[src/hw/rtl/fbm_pkg.sv]
`timescale 1ns / 1ps

package fbm_pkg;

  // Storage geometry shared by the top level and the free FIFO.
  localparam int DEPTH = 16;
  localparam int IDX_W = 4;
  localparam int CNT_W = 5;
  localparam int NUM_BUFFERS_DEF = 4;

  // Command codes carried on the input channel.
  typedef enum logic [1:0] {
    CMD_ACQUIRE = 2'd0,
    CMD_RELEASE = 2'd1,
    CMD_PRESENT = 2'd2
  } cmd_t;

  // Outcome codes carried on the result channel.
  typedef enum logic [1:0] {
    OUT_NEW      = 2'd0,
    OUT_REPEAT   = 2'd1,
    OUT_NONE     = 2'd2,
    OUT_RELEASED = 2'd3
  } outcome_t;

  // Sequencer states.
  typedef enum logic [2:0] {
    ST_IDLE,
    ST_TAKE,
    ST_PICK,
    ST_DRAIN,
    ST_DONE
  } state_t;

  // Control from the sequencer to the free FIFO.
  typedef struct packed {
    logic push;
    logic pop;
  } fifo_ctl_t;

endpackage

[src/hw/rtl/fbm_free_fifo.sv]
`timescale 1ns / 1ps

module fbm_free_fifo #(
  parameter int NUM_BUFFERS = fbm_pkg::NUM_BUFFERS_DEF
) (
  input  logic                      clk,
  input  logic                      rst_n,
  input  fbm_pkg::fifo_ctl_t        ctl,
  input  logic [fbm_pkg::IDX_W-1:0] push_data,
  output logic [fbm_pkg::IDX_W-1:0] head_data,
  output logic [fbm_pkg::CNT_W-1:0] count
);
  import fbm_pkg::*;

  logic [IDX_W-1:0] entry_r [DEPTH];
  logic [IDX_W-1:0] head_r;
  logic [CNT_W-1:0] count_r;
  logic [IDX_W-1:0] tail;
  logic             push_ok;

  // A push into a full FIFO is dropped.
  assign push_ok   = ctl.push && !count_r[CNT_W-1];
  assign tail      = head_r + count_r[IDX_W-1:0];
  assign head_data = entry_r[head_r];
  assign count     = count_r;

  // Pointer and fill count; after reset the FIFO holds every buffer in order.
  always_ff @(posedge clk) begin
    if (!rst_n) begin
      head_r  <= '0;
      count_r <= CNT_W'(NUM_BUFFERS);
    end else begin
      if (ctl.pop) begin
        head_r <= head_r + IDX_W'(1);
      end
      count_r <= count_r + CNT_W'(push_ok) - CNT_W'(ctl.pop);
    end
  end

  // Entry storage; the entries beyond the buffer count are written before use.
  always_ff @(posedge clk) begin
    if (!rst_n) begin
      for (int i = 0; i < DEPTH; i++) begin
        entry_r[i] <= IDX_W'(i);
      end
    end else if (push_ok) begin
      entry_r[tail] <= push_data;
    end
  end

endmodule

[src/hw/rtl/frame_buffer_mailbox.sv]
`timescale 1ns / 1ps

// Swap-chain mailbox for NUM_BUFFERS frame buffers. Each command beat yields
// exactly one result beat. A release, a plain acquire and a present with
// nothing pending go straight to the done state; an acquire that reclaims a
// pending buffer passes the take state first, and a keep-all present the pick
// state. A latest-wins present passes the pick state and, if older buffers are
// pending, the drain state, because the pending list lives in a memory with a
// single read port and the sequencer reads one entry per cycle while it moves
// the stale buffers back to the free FIFO. A new command is taken once the
// previous result has entered the output register, so a result waiting on the
// output does not hold up the next command's work. The mode register may be
// written at any time the block is idle; there is no clearing pass after reset.
module frame_buffer_mailbox #(
  parameter int NUM_BUFFERS = fbm_pkg::NUM_BUFFERS_DEF
) (
  input  logic                      clk,
  input  logic                      rst_n,
  input  logic                      cfg_valid,
  output logic                      cfg_ready,
  input  logic                      cfg_keep_all_mode,
  input  logic                      in_valid,
  output logic                      in_ready,
  input  logic [1:0]                in_cmd,
  input  logic [fbm_pkg::IDX_W-1:0] in_buffer_index,
  output logic                      out_valid,
  input  logic                      out_ready,
  output logic [fbm_pkg::IDX_W-1:0] out_granted_index,
  output logic [1:0]                out_outcome
);
  import fbm_pkg::*;

  state_t           state_r, state_nxt;
  logic             keep_all_r;

  logic [IDX_W-1:0] pend_mem [DEPTH];
  logic [IDX_W-1:0] pend_rdata_r;
  logic [IDX_W-1:0] rd_addr;
  logic             pend_we;
  logic [IDX_W-1:0] pend_waddr;

  logic [IDX_W-1:0] phead_r, phead_nxt;
  logic [CNT_W-1:0] pcnt_r, pcnt_nxt;
  logic [IDX_W-1:0] shown_r, shown_nxt;
  logic             shown_valid_r, shown_valid_nxt;
  logic [IDX_W-1:0] drain_r, drain_nxt;
  logic [IDX_W-1:0] res_grant_r, res_grant_nxt;
  outcome_t         res_outcome_r, res_outcome_nxt;

  logic             out_valid_r;
  logic [IDX_W-1:0] out_grant_r;
  outcome_t         out_outcome_r;
  logic             out_load;

  fifo_ctl_t        free_ctl;
  logic [IDX_W-1:0] free_push_data;
  logic [IDX_W-1:0] free_head;
  logic [CNT_W-1:0] free_cnt;

  logic             in_fire;
  logic             idx_ok;
  logic [CNT_W-1:0] pcnt_less2;

  assign cfg_ready         = 1'b1;
  assign in_ready          = (state_r == ST_IDLE);
  assign in_fire           = in_valid && in_ready;
  assign out_valid         = out_valid_r;
  assign out_granted_index = out_grant_r;
  assign out_outcome       = out_outcome_r;
  assign out_load          = (state_r == ST_DONE) && (!out_valid_r || out_ready);
  assign idx_ok            = {1'b0, in_buffer_index} < CNT_W'(NUM_BUFFERS);
  assign pcnt_less2        = pcnt_r - CNT_W'(2);

  fbm_free_fifo #(
    .NUM_BUFFERS(NUM_BUFFERS)
  ) u_free_fifo (
    .clk      (clk),
    .rst_n    (rst_n),
    .ctl      (free_ctl),
    .push_data(free_push_data),
    .head_data(free_head),
    .count    (free_cnt)
  );

  // Next state of the sequencer.
  always_comb begin
    state_nxt = state_r;
    unique case (state_r)
      ST_IDLE: begin
        if (in_fire) begin
          if ((in_cmd == CMD_PRESENT) && (pcnt_r != '0)) begin
            state_nxt = ST_PICK;
          end else if ((in_cmd == CMD_ACQUIRE) && (free_cnt == '0) && !keep_all_r &&
                       (pcnt_r != '0)) begin
            state_nxt = ST_TAKE;
          end else begin
            state_nxt = ST_DONE;
          end
        end
      end
      ST_TAKE: state_nxt = ST_DONE;
      ST_PICK: begin
        if (!keep_all_r && (pcnt_r > CNT_W'(1))) begin
          state_nxt = ST_DRAIN;
        end else begin
          state_nxt = ST_DONE;
        end
      end
      ST_DRAIN: begin
        if (drain_r == '0) begin
          state_nxt = ST_DONE;
        end
      end
      ST_DONE: begin
        if (out_load) begin
          state_nxt = ST_IDLE;
        end
      end
      default: state_nxt = ST_IDLE;
    endcase
  end

  // Datapath control: list updates, memory accesses and the pending result.
  always_comb begin
    phead_nxt       = phead_r;
    pcnt_nxt        = pcnt_r;
    shown_nxt       = shown_r;
    shown_valid_nxt = shown_valid_r;
    drain_nxt       = drain_r;
    res_grant_nxt   = res_grant_r;
    res_outcome_nxt = res_outcome_r;
    rd_addr         = phead_r;
    pend_we         = 1'b0;
    pend_waddr      = phead_r + pcnt_r[IDX_W-1:0];
    free_ctl        = '0;
    free_push_data  = pend_rdata_r;
    unique case (state_r)
      ST_IDLE: begin
        free_push_data = shown_r;
        if (in_fire) begin
          res_grant_nxt   = '0;
          res_outcome_nxt = OUT_NONE;
          unique case (cmd_t'(in_cmd))
            CMD_ACQUIRE: begin
              // The oldest free buffer; a pending one is reclaimed in the next state.
              if (free_cnt != '0) begin
                free_ctl.pop    = 1'b1;
                res_grant_nxt   = free_head;
                res_outcome_nxt = OUT_NEW;
              end
            end
            CMD_RELEASE: begin
              if (idx_ok && !pcnt_r[CNT_W-1]) begin
                pend_we         = 1'b1;
                pcnt_nxt        = pcnt_r + CNT_W'(1);
                res_outcome_nxt = OUT_RELEASED;
              end
            end
            CMD_PRESENT: begin
              if (pcnt_r == '0) begin
                if (!keep_all_r && shown_valid_r) begin
                  res_grant_nxt   = shown_r;
                  res_outcome_nxt = OUT_REPEAT;
                end
              end else begin
                // Recycle the shown buffer and fetch the one to show next.
                free_ctl.push = shown_valid_r;
                if (!keep_all_r) begin
                  rd_addr = phead_r + pcnt_r[IDX_W-1:0] - IDX_W'(1);
                end
              end
            end
            default: begin
            end
          endcase
        end
      end
      ST_TAKE: begin
        res_grant_nxt   = pend_rdata_r;
        res_outcome_nxt = OUT_NEW;
        phead_nxt       = phead_r + IDX_W'(1);
        pcnt_nxt        = pcnt_r - CNT_W'(1);
      end
      ST_PICK: begin
        shown_nxt       = pend_rdata_r;
        shown_valid_nxt = 1'b1;
        res_grant_nxt   = pend_rdata_r;
        res_outcome_nxt = OUT_NEW;
        if (keep_all_r) begin
          phead_nxt = phead_r + IDX_W'(1);
          pcnt_nxt  = pcnt_r - CNT_W'(1);
        end else if (pcnt_r > CNT_W'(1)) begin
          // Start draining the older entries, newest first.
          drain_nxt = pcnt_less2[IDX_W-1:0];
          rd_addr   = phead_r + pcnt_less2[IDX_W-1:0];
        end else begin
          pcnt_nxt = '0;
        end
      end
      ST_DRAIN: begin
        free_ctl.push = 1'b1;
        if (drain_r == '0) begin
          pcnt_nxt = '0;
        end else begin
          drain_nxt = drain_r - IDX_W'(1);
          rd_addr   = phead_r + drain_r - IDX_W'(1);
        end
      end
      ST_DONE: begin
      end
      default: begin
      end
    endcase
  end

  // Control registers.
  always_ff @(posedge clk) begin
    if (!rst_n) begin
      state_r       <= ST_IDLE;
      keep_all_r    <= 1'b0;
      phead_r       <= '0;
      pcnt_r        <= '0;
      shown_r       <= '0;
      shown_valid_r <= 1'b0;
    end else begin
      state_r       <= state_nxt;
      phead_r       <= phead_nxt;
      pcnt_r        <= pcnt_nxt;
      shown_r       <= shown_nxt;
      shown_valid_r <= shown_valid_nxt;
      if (cfg_valid && cfg_ready) begin
        keep_all_r <= cfg_keep_all_mode;
      end
    end
  end

  // Working registers of the sequencer.
  always_ff @(posedge clk) begin
    drain_r       <= drain_nxt;
    res_grant_r   <= res_grant_nxt;
    res_outcome_r <= res_outcome_nxt;
  end

  // Pending list memory: one write and one registered read per cycle.
  always_ff @(posedge clk) begin
    if (pend_we) begin
      pend_mem[pend_waddr] <= in_buffer_index;
    end
    pend_rdata_r <= pend_mem[rd_addr];
  end

  // Output register holding one result beat.
  always_ff @(posedge clk) begin
    if (!rst_n) begin
      out_valid_r <= 1'b0;
    end else if (out_load) begin
      out_valid_r <= 1'b1;
    end else if (out_ready) begin
      out_valid_r <= 1'b0;
    end
  end

  always_ff @(posedge clk) begin
    if (out_load) begin
      out_grant_r   <= res_grant_r;
      out_outcome_r <= res_outcome_r;
    end
  end

endmodule
[config.mk]
export PLATFORM = sky130hd
export DESIGN_NAME = frame_buffer_mailbox
export DESIGN_NICKNAME = d
export VERILOG_FILES = /design/src/hw/rtl/fbm_pkg.sv /design/src/hw/rtl/fbm_free_fifo.sv /design/src/hw/rtl/frame_buffer_mailbox.sv
export SDC_FILE = /design/constraint.sdc
export NUM_CORES = 1
export LEC_CHECK = 0
export BUFFER_PORTS_ARGS = -buffer_cell sky130_fd_sc_hd__buf_4
export CAP_MARGIN = 20
export CELL_PAD_IN_SITES_DETAIL_PLACEMENT = 1
export CELL_PAD_IN_SITES_GLOBAL_PLACEMENT = 2
export CORE_ASPECT_RATIO = 0.8
export CORE_MARGIN = 2
export CORE_UTILIZATION = 45
export CTS_CLUSTER_SIZE = 16
export DETAILED_ROUTE_END_ITERATION = 8
export GPL_TIMING_DRIVEN = 0
export PLACE_DENSITY_LB_ADDON = 0.15
export REMOVE_ABC_BUFFERS = 1
export SETUP_SLACK_MARGIN = 0.1
export SLEW_MARGIN = 25
export SYNTH_ARGS = -nofsm -noshare
export SYNTH_HDL_FRONTEND = slang
export SYNTH_SLANG_ARGS = --single-unit
export TNS_END_PERCENT = 30
[constraint.sdc]
create_clock -name clk -period 6.1 [get_ports clk]
set_input_delay 0.61 -clock clk [delete_from_list [all_inputs] [get_ports clk]]
set_output_delay 0.61 -clock clk [all_outputs]
set_load 0.02 [all_outputs]
==> reports/summary.txt <==
Root Buffer Master: clkbuf_16
Crit-path most repeated cell: mux2i_1
Max-slew violations: 0
Routed len/inst: 21.3 um
Critical path type: reg -> reg
Row cnt: 46
CP delay by family, top: compound AO/OA/AOI/OAI gates
Synth async-reset ratio: 0%
Setup-failing EPs final: 0
Die height: 130 um
Setup Buffers After CTS: 0
Total Routing Usage GR: 21.9%
Final nets: 784
Place WS: 1.94 ns
Clock Skews: 0.0116 ns
Routed via count: 5556
Setup WS post-layout: 1.97 ns
Arrival time at the worst endpoint: 4.41 ns
Post-Syn Instances: 725
Initial drt markers: 310
Period minus WS final: 4.13 ns
Crit. End Element: flop
Peak VDD IR: 155 uV
Share of cells above drive strength 1: 13.0%
RePlAce Congestion: 0.791
Grt total ovfl: 0
Total negative setup slack: 0 ns
Primary FF master, synth: edfxtp_1
Sinks on Clock Net: 180
Crit path max fanout: 10
Fmax achieved: 242 MHz
Post-synth cell types: 58
Longest Clk Path Bufs: 2
Iteration count of the initial detailed-routing pass: 4
Leakage Power: 3.51 nW
Pin count of the biggest net entering global routing: 48
CTS buffer count: 17
Die W: 161 um
CP required: 6.37 ns
Power Dens Cells: 265 nW/um^2
CTS hold repair buffers: 0
Worst Tran Pin Value: 0.948 ns
Fillers: 1997
Die ar.: 21000 sq um
Post-route clock period utilization: 67.8%
Clk Latency, worst-skew pair: 0.43 ns
MaxCap Viol Count: 0
Post-DP HPWL: 15.6 mm
Final wirelength: 21.6 mm
Initial core utilization: 45.4%
Critical path buffers and inverters: 3
Unrepaired setup endpoints after global routing: false
Port bufs: 19
Post-route ant nets: 0
Crit path launch type: flop
Seq/Total Area, Yosys: 56.6%
Hold Path Class: reg -> reg
Post-CTS resize count: 0
Synthesized flop and latch total: 180
I/O pin cnt: 21
Slew HR: 36.8%
Worst path slowest cell: a311oi_4
Number of H-tree levels: 4
Synth Area per Inst: 12.3 sq um
Antenna violations before repair: 0
N_diodes: 0
Drt drc: 0
Final Hold Fails: 0
Post-synth EDFFs: 144
Syn. warnings: 0
Area Overhead vs Synth: 10.8%
CTS tree: done
Status: finished clean
Synth Cell Area: 8920 sq um
Clock Pin Slew Worst Setup and Hold Paths: 0.08 ns
Core area: 19600 sq um
Via/cell ratio: 5.48
Largest stage delay on the critical path: 0.69 ns
Vias in the first global route: 5921
Crit-path cells: ha_1 -> inv_1 -> fa_1 -> xnor2_1 -> xor2_1 -> a22o_1 -> a311oi_4 -> buf_8 -> buf_6 -> mux2i_1 -> mux2i_1 -> mux2i_1 -> mux2i_1
First-pass GRT wire length: 34.4 mm
## Yosys cell counts, types with 3 or more instances
master    instances  area share (%)
edfxtp_1        144              48
ha_1             31             4.3
mux2i_1          67             7.5
and2_1           14            0.98
xor2_1           10            0.98
a21o_1            5            0.42
nand3_1          17            0.95
nor3_1            8            0.45
xnor2_1          15             1.5
a211oi_1          4            0.34
inv_1            25             1.1
nand2_1          88             3.7
a21boi_0          4            0.34
fa_1              5             1.1
nor4_1            4            0.28
a21oi_1          21             1.2
nor3b_1           5            0.42
nor2_1           80             3.4
o21ai_0          12            0.67
or3_1             4            0.28
a22oi_1           5            0.42
nand2b_1          9            0.63
and3_1            4            0.28
buf_2             4            0.22
clkbuf_1         24             1.0
mux2_2            3            0.38
dfxtp_1          36             8.1
nand3b_1          3            0.25
mux4_2           20             5.1
nand4_1           4            0.28
nor2b_1          13            0.91
buf_6             5            0.63
## worst reg2reg max path, cell delays in order, from the launching register on
cell and delay (ns):
dfxtp_1 0.57, ha_1 0.29, inv_1 0.08, fa_1 0.37, xnor2_1 0.52, xor2_1 0.14
a22o_1 0.23, a311oi_4 0.69, buf_8 0.24, buf_6 0.17, mux2i_1 0.26, mux2i_1 0.14
mux2i_1 0.14, mux2i_1 0.13
## report_power, final
group | internal, mW | switching (mW) | total [mW] | leakage (nW)
clock network | 0.536 | 0.514 | 1.05 | 0.268
registers | 1.35 | 0.0267 | 1.37 | 1.57
logic | 0.0753 | 0.116 | 0.192 | 1.68
## final cells by class
type | count | area (sq um) | area share [%]
Sequential cell | 180 | 5050 | 51.1
Tap cell | 264 | 330 | 3.34
Timing Repair Buffer | 27 | 220 | 2.23
Inverter | 25 | 93.8 | 0.950
Clock buffer | 18 | 429 | 4.34
Multi-Input combinational cell | 485 | 3640 | 36.9
Clock inverter | 14 | 118 | 1.19
## layout by cell type, fill, tap and decap left out, types with 4 or more instances in the layout
cell type / synthesis / routed
and2_1: 14 / 14
clkbuf_16: 0 / 17
nand2b_1: 9 / 9
mux4_2: 20 / 20
nand2_1: 88 / 88
buf_4: 1 / 20
buf_6: 5 / 4
inv_1: 25 / 25
a21oi_1: 21 / 21
nand4_1: 4 / 4
inv_6: 0 / 7
nor2_1: 80 / 80
nor4_1: 4 / 4
a211oi_1: 4 / 4
a21o_1: 5 / 5
o21ai_0: 12 / 12
nor3_1: 8 / 8
fa_1: 5 / 5
a21boi_0: 4 / 4
or3_1: 4 / 4
ha_1: 31 / 31
edfxtp_1: 144 / 144
xor2_1: 10 / 10
nand3_1: 17 / 17
nor3b_1: 5 / 4
xnor2_1: 15 / 15
mux2i_1: 67 / 63
nor2b_1: 13 / 13
and3_1: 4 / 4
dfxtp_1: 36 / 35
a22oi_1: 5 / 5
## flip-flops by register name, indices dropped and copies added (netlist names), named ones only
name / count
res_grant_r: 4
u_free_fifo.count: 5
pend_mem: 64
shown_valid_r: 1
u_free_fifo.head_r: 4
shown_r: 4
drain_r: 4
u_free_fifo.entry_r: 64
phead_r: 4
out_outcome: 2
out_granted_index: 4
res_outcome_r: 2
pend_rdata_r: 4
keep_all_r: 1
state_r: 3
pcnt_r: 5
out_valid: 1
## routing by layer
layer / vias to the layer above / part of all wire, % / global-route usage [%]
met3: 22 / 2.2 / 3.62
met5: - / 0 / 0
met4: 0 / 1.2 / 5.36
li1: 2647 / - / -
met2: 55 / 50 / 38.3
met1: 2832 / 47 / 28.9
## through the flow
stage                     utilization (%)  area, sq um  hold WS [ns]  total power [mW]  std cells
after global placement               46.9         9210         0.409              1.58        973
after global routing                 50.3         9880         0.434              2.70       1013
after detailed placement             47.5         9330         0.407              1.59        981
after CTS                            50.3         9880         0.424              2.64       1013
final                                50.3         9880         0.427              2.61       1013
after floorplan                         -         8740         0.400              1.52        690
## kinds of logic after synthesis
group                    share of synthesized area [%]
AO/OA/AOI/OAI                                     4.97
XOR/XNOR                                          2.46
adder cells (fa/ha/maj)                           5.47
buffers and inverters                             3.04
flip-flops                                        56.6
multiplexers                                      13.1
other                                           0.0421
AND/OR/NAND/NOR                                   14.4
## path summary, 6_finish.rpt
path / slack [ns] / cells past startpoint / endpoint / from
max: 1.97 / 13 / pend_rdata_r[3]$_DFF_P_ / pcnt_r[0]$_SDFFE_PN0P_
min: 0.43 / 0 / out_outcome[1]$_DFFE_PP_ / res_outcome_r[1]$_SDFFCE_PP0P_
max reg2reg: 1.97 / 13 / pend_rdata_r[3]$_DFF_P_ / pcnt_r[0]$_SDFFE_PN0P_
min reg2reg: 0.43 / 0 / out_outcome[1]$_DFFE_PP_ / res_outcome_r[1]$_SDFFCE_PP0P_
Power figures use the tool's default switching activity.
